==> config.mk <==
export PLATFORM = sky130hd
export DESIGN_NAME = dmxr_ctrl
export DESIGN_NICKNAME = d
export VERILOG_FILES = /design/src/hw/rtl/dmxr_pkg.sv /design/src/hw/rtl/dmxr_ctrl.sv
export SDC_FILE = /design/constraint.sdc
export NUM_CORES = 1
export LEC_CHECK = 0
export ABC_AREA = 1
export BUFFER_PORTS_ARGS = -buffer_cell sky130_fd_sc_hd__buf_4
export CAP_MARGIN = 20
export CORE_UTILIZATION = 30
export DETAILED_ROUTE_END_ITERATION = 16
export PLACE_DENSITY_LB_ADDON = 0.1
export SYNTH_ARGS = -nofsm -noshare
export SYNTH_HDL_FRONTEND = slang
export SYNTH_SLANG_ARGS = --single-unit
==> constraint.sdc <==
create_clock -name clock -period 2 [get_ports clock]
set_clock_uncertainty 0.15 [all_clocks]
set_input_delay 0.3 -clock clock [delete_from_list [all_inputs] [get_ports clock]]
set_output_delay 0.3 -clock clock [all_outputs]
set_load 0.01 [all_outputs]
==> src/hw/rtl/dmxr_pkg.sv <==
// Shared types and constants for the DMX fixture look renderer.
// Used by dmxr_ctrl, dmxr_dp and the top level; depends on nothing.
package dmxr_pkg;
   localparam logic [1:0] CMD_RENDER = 2'd0;
   localparam logic [1:0] CMD_RAW    = 2'd1;
   localparam logic [1:0] CMD_READ   = 2'd2;

   localparam logic [2:0] REG_START = 3'd0;
   localparam logic [2:0] REG_MODE  = 3'd1;
   localparam logic [2:0] REG_CMIN  = 3'd2;
   localparam logic [2:0] REG_CMAX  = 3'd3;
   localparam logic [2:0] REG_ODIM  = 3'd4;
   localparam logic [2:0] REG_OCCT  = 3'd5;
   localparam logic [2:0] REG_OHUE  = 3'd6;
   localparam logic [2:0] REG_OSAT  = 3'd7;

   localparam logic [7:0] SEL_CCT = 8'd16;
   localparam logic [7:0] SEL_HSI = 8'd48;
   localparam logic [7:0] SEL_FX  = 8'd80;
   localparam logic [7:0] OFFSET_UNUSED = 8'd255;

   localparam int DIV_STEPS = 26;

   // controller -> datapath commands
   typedef struct packed {
      logic capture;   // latch the incoming word
      logic div_start; // load the CCT divider
      logic div_step;  // one restoring step
      logic put;       // write the current entry
      logic rd;        // read the addressed slot
      logic done;      // drive the response
   } cmd_type;

   // datapath -> controller status
   typedef struct packed {
      logic       clearing;  // store clearing pass after reset
      logic [3:0] n_entries;
      logic       is_read;
      logic       is_render;
   } stat_type;
endpackage

==> src/hw/rtl/dmxr_ctrl.sv <==
// Sequencer for the look renderer: capture, divide, serial slot writes, slot reads.
// Depends on dmxr_pkg.
module dmxr_ctrl (
   input  logic clock,
   input  logic reset,
   input  logic start,
   output logic busy,
   input  dmxr_pkg::stat_type stat,
   output dmxr_pkg::cmd_type  cmd,
   output logic [3:0] entry
);
   import dmxr_pkg::*;

   typedef enum logic [5:0] {
      S_IDLE = 6'b000001, S_DEC = 6'b000010, S_DIV = 6'b000100,
      S_PUT = 6'b001000, S_READ = 6'b010000, S_DONE = 6'b100000
   } state_type;

   state_type state_ff, state_in;
   logic [4:0] cnt_ff, cnt_in;
   logic [3:0] ent_ff, ent_in;

   assign busy  = (state_ff != S_IDLE) || stat.clearing;
   assign entry = ent_ff;

   always_comb begin
      state_in = state_ff;
      cnt_in = cnt_ff;
      ent_in = ent_ff;
      cmd = '0;
      unique case (state_ff)
         S_IDLE: begin
            if (start && !stat.clearing) begin
               cmd.capture = 1'b1;
               state_in = S_DEC;
            end
         end
         S_DEC: begin
            ent_in = '0;
            if (stat.is_render) begin
               cmd.div_start = 1'b1;
               cnt_in = 5'(DIV_STEPS - 1);
               state_in = S_DIV;
            end else if (stat.is_read) begin
               cmd.rd = 1'b1;
               state_in = S_READ;
            end else
               state_in = S_PUT;
         end
         S_DIV: begin
            cmd.div_step = 1'b1;
            cnt_in = cnt_ff - 5'd1;
            if (cnt_ff == '0) state_in = S_PUT;
         end
         S_PUT: begin
            if (ent_ff < stat.n_entries) begin
               cmd.put = 1'b1;
               ent_in = ent_ff + 4'd1;
            end else
               state_in = S_DONE;
         end
         S_READ: state_in = S_DONE;
         S_DONE: begin
            cmd.done = 1'b1;
            state_in = S_IDLE;
         end
         default: state_in = S_IDLE;
      endcase
   end

   always_ff @(posedge clock) begin
      if (reset) begin
         state_ff <= S_IDLE;
         cnt_ff <= '0;
         ent_ff <= '0;
      end else begin
         state_ff <= state_in;
         cnt_ff <= cnt_in;
         ent_ff <= ent_in;
      end
   end
endmodule

==> impl_results.md <==
- R2r startpoint: state_ff[1]$_SDFFE_PP0P_
- Cell with the most instances after synthesis: inv_1
- # fillers: 304
- FF-to-FF End: cnt_ff[1]$_SDFFE_PP0P_
- Clock slew at reported path FFs: 90 ps
- Power Total: 0.000685 W
- Worst Hold End: entry[1]$_SDFFE_PP0P_
- Max_cap viols: 0
- Critical Path AT: 1460 ps
- Synth async-reset ratio: 0%
- Final ANT Viol Nets: 0
- Io pins: 21
- Worst-skew pair later-pin latency: 290 ps
- FF+latch count, synth: 15
- Setup TNS: 0 ps
- Drt total wl: 2.06 mm
- Yosys top cell area share: 32.7%
- HPWL after DPL: 1.53 mm
- Startpoint types: register
- First-pass GRT wire length: 3.39 mm
- Die ar.: 3290 µm²
- Worst EP required: 1550 ps
- Post-route minimum period: 1910 ps
- Hold WC Path Type: primary input to register
- RePlAce Congestion: 0.751
- Die W: 57.3 µm
- Layout Cells excl Fill: 196
- CTS tree: built
- Syn Area/Cell: 6.85 µm²
- Die H: 57.3 µm
- Synth cell types: 25
- Antenna violations before repair: 0
- Static Leakage: 0.652 nW
- Most used DFF post-synth: dfxtp_1
- R2R depth: 7
- Vias: 909
- Setup CP Type: register to primary output
- CTS Root Cell: clkbuf_4
- Layout area overhead: 33.5%
- Vias in the first global route: 810
- TritonCTS Sinks: 15
- Num CTS Buffers: 3
- DR pass1 iterations: 10
- Drt via density: 4.64
- Routed WL per cell: 10.5 µm
- Post-synth top cells: inv_1, nand2_1, nor2_1, dfxtp_1, nand3_1
- Hold Path Cell Cnt: 2
- GRT Overall Usage: 13.5%
- Depth of the CTS H-tree: 1
- GRT overflow: 0
- Number of remaining DRC errors: 2
- Pwr Density: 559 nW/µm²
- Status: finished with violations
- Share of cells above drive strength 1: 33.3%
- Worst relative slew slack: 82.9%
- Rows: 19
- Failing checks: design-rule violations
- Most area-consuming cells after synthesis: dfxtp_1, inv_1, nand2_1
- Bufs on Longest Clock Path: 2
- Syn Inst Count: 134
- Seq/Total Area, Yosys: 32.7%
- Worst-path fanout max: 6
- Period utilisation layout: 95.6%
- Initial DRC Count: 28
- Hold Slack: 97.6 ps
- Syn nets: 149
- CP endpoint kind: primary output
- Cell taking the most area after synthesis: dfxtp_1
- Worst Max-Slew Pin Slew: 255 ps
- Worst reg2reg setup slack: 390 ps
- Mapped cell area: 918 µm²
- Final Hold Viols: 0
- Core area: 2830 µm²
- Final Core Density: 43.3%
- Synthesis warning total: 0
- Fmax: 523 MHz
- Final Max Tran Viols: 0
- Starting Density: 32.5%
- I/O Buffers: 20
- Number of diodes: 0
- Post-synth EDFFs: 0
- Max rail drop VDD: 0.374 mV
- Final net count: 181
- Final setup vio count: 0
- Largest net degree at the start of global routing: 11
- Min-delay src: reset
- Placed cells: 184
-- critical path, stage by stage, from the launching register on --
cell and delay, ps:
dfxtp_2 340, ha_1 290, a21o_1 190, nor2_4 100
nand2_4 80, clkinv_2 70, buf_4 110
-- how the worst max path moves through the flow --
stage,start,endpoint,slack (ps),depth (start not counted)
after floorplan,entry[3]$_SDFFE_PP0P_,cmd[2],410,5
after global placement,stat[5],cmd[2],260,8
after detailed placement,stat[5],cmd[2],240,8
after CTS,entry[3]$_SDFFE_PP0P_,cmd[2],20,6
after global routing,entry[3]$_SDFFE_PP0P_,cmd[2],-6,6
final,entry[3]$_SDFFE_PP0P_,cmd[2],90,6
-- through the flow --
step | worst slack [ps] | area (µm²)
global placement | 261 | 1100
global route | -6.03 | 1230
detailed placement | 239 | 1100
finish | 87.3 | 1230
floorplan | 412 | 918
CTS | 18.5 | 1140
-- final cells by class --
cell class / instances / area [µm²] / share of cell area, %
Sequential cell: 15 / 309 / 25.2
Clock buffer: 3 / 22.5 / 1.84
Multi-Input combinational cell: 91 / 538 / 43.9
Clock inverter: 1 / 5.00 / 0.408
Inverter: 27 / 103 / 8.37
Timing Repair Buffer: 28 / 210 / 17.1
Tap cell: 31 / 38.8 / 3.16
-- kinds of logic after synthesis --
group / count (synthesis) / synth area share [%]
simple gates: 70 / 37.7
buf+inv: 28 / 12.0
fa+ha+maj: 5 / 6.81
compound gates: 15 / 9.81
flops: 15 / 32.7
xor+xnor: 1 / 0.954
-- layout by cell type (no fill, tap or decap), types with 3 or more instances in the layout --
cell type	n
nand4_1	4
inv_1	25
nand3_2	3
nand3_1	12
buf_4	28
dfxtp_2	4
dfxtp_1	10
ha_1	5
nand2_1	19
clkbuf_4	3
nor2_1	17
nor2_4	3
a21oi_1	8
-- registers in the layout, summed over array words and instances (netlist names) --
name	flops
state_ff	6
cnt_ff	5
entry	4
-- per-layer routing --
layer | global-route usage (%) | wire (µm) | up-vias
li1 | - | - | 489
met5 | 0 | 0 | -
met3 | 4.76 | 75 | 2
met4 | 3.14 | 18 | 0
met1 | 17.3 | 977 | 406
met2 | 21.8 | 985 | 12
-- report_power, final --
group	internal, W	switching [W]	leakage [nW]
registers	0.000316	0.0000157	0.123
clock network	0.0000743	0.000101	0.0177
logic	0.0000799	0.0000989	0.512
-- repair_timing --
item / in CTS / in global routing
setup endpoints to repair: 1 / 4
pin swaps: 0 / 6
buffers inserted: 1 / 7
hold buffers: 0 / 0
resized for setup: 1 / 13
No activity file was read; power rests on OpenSTA's default activity.
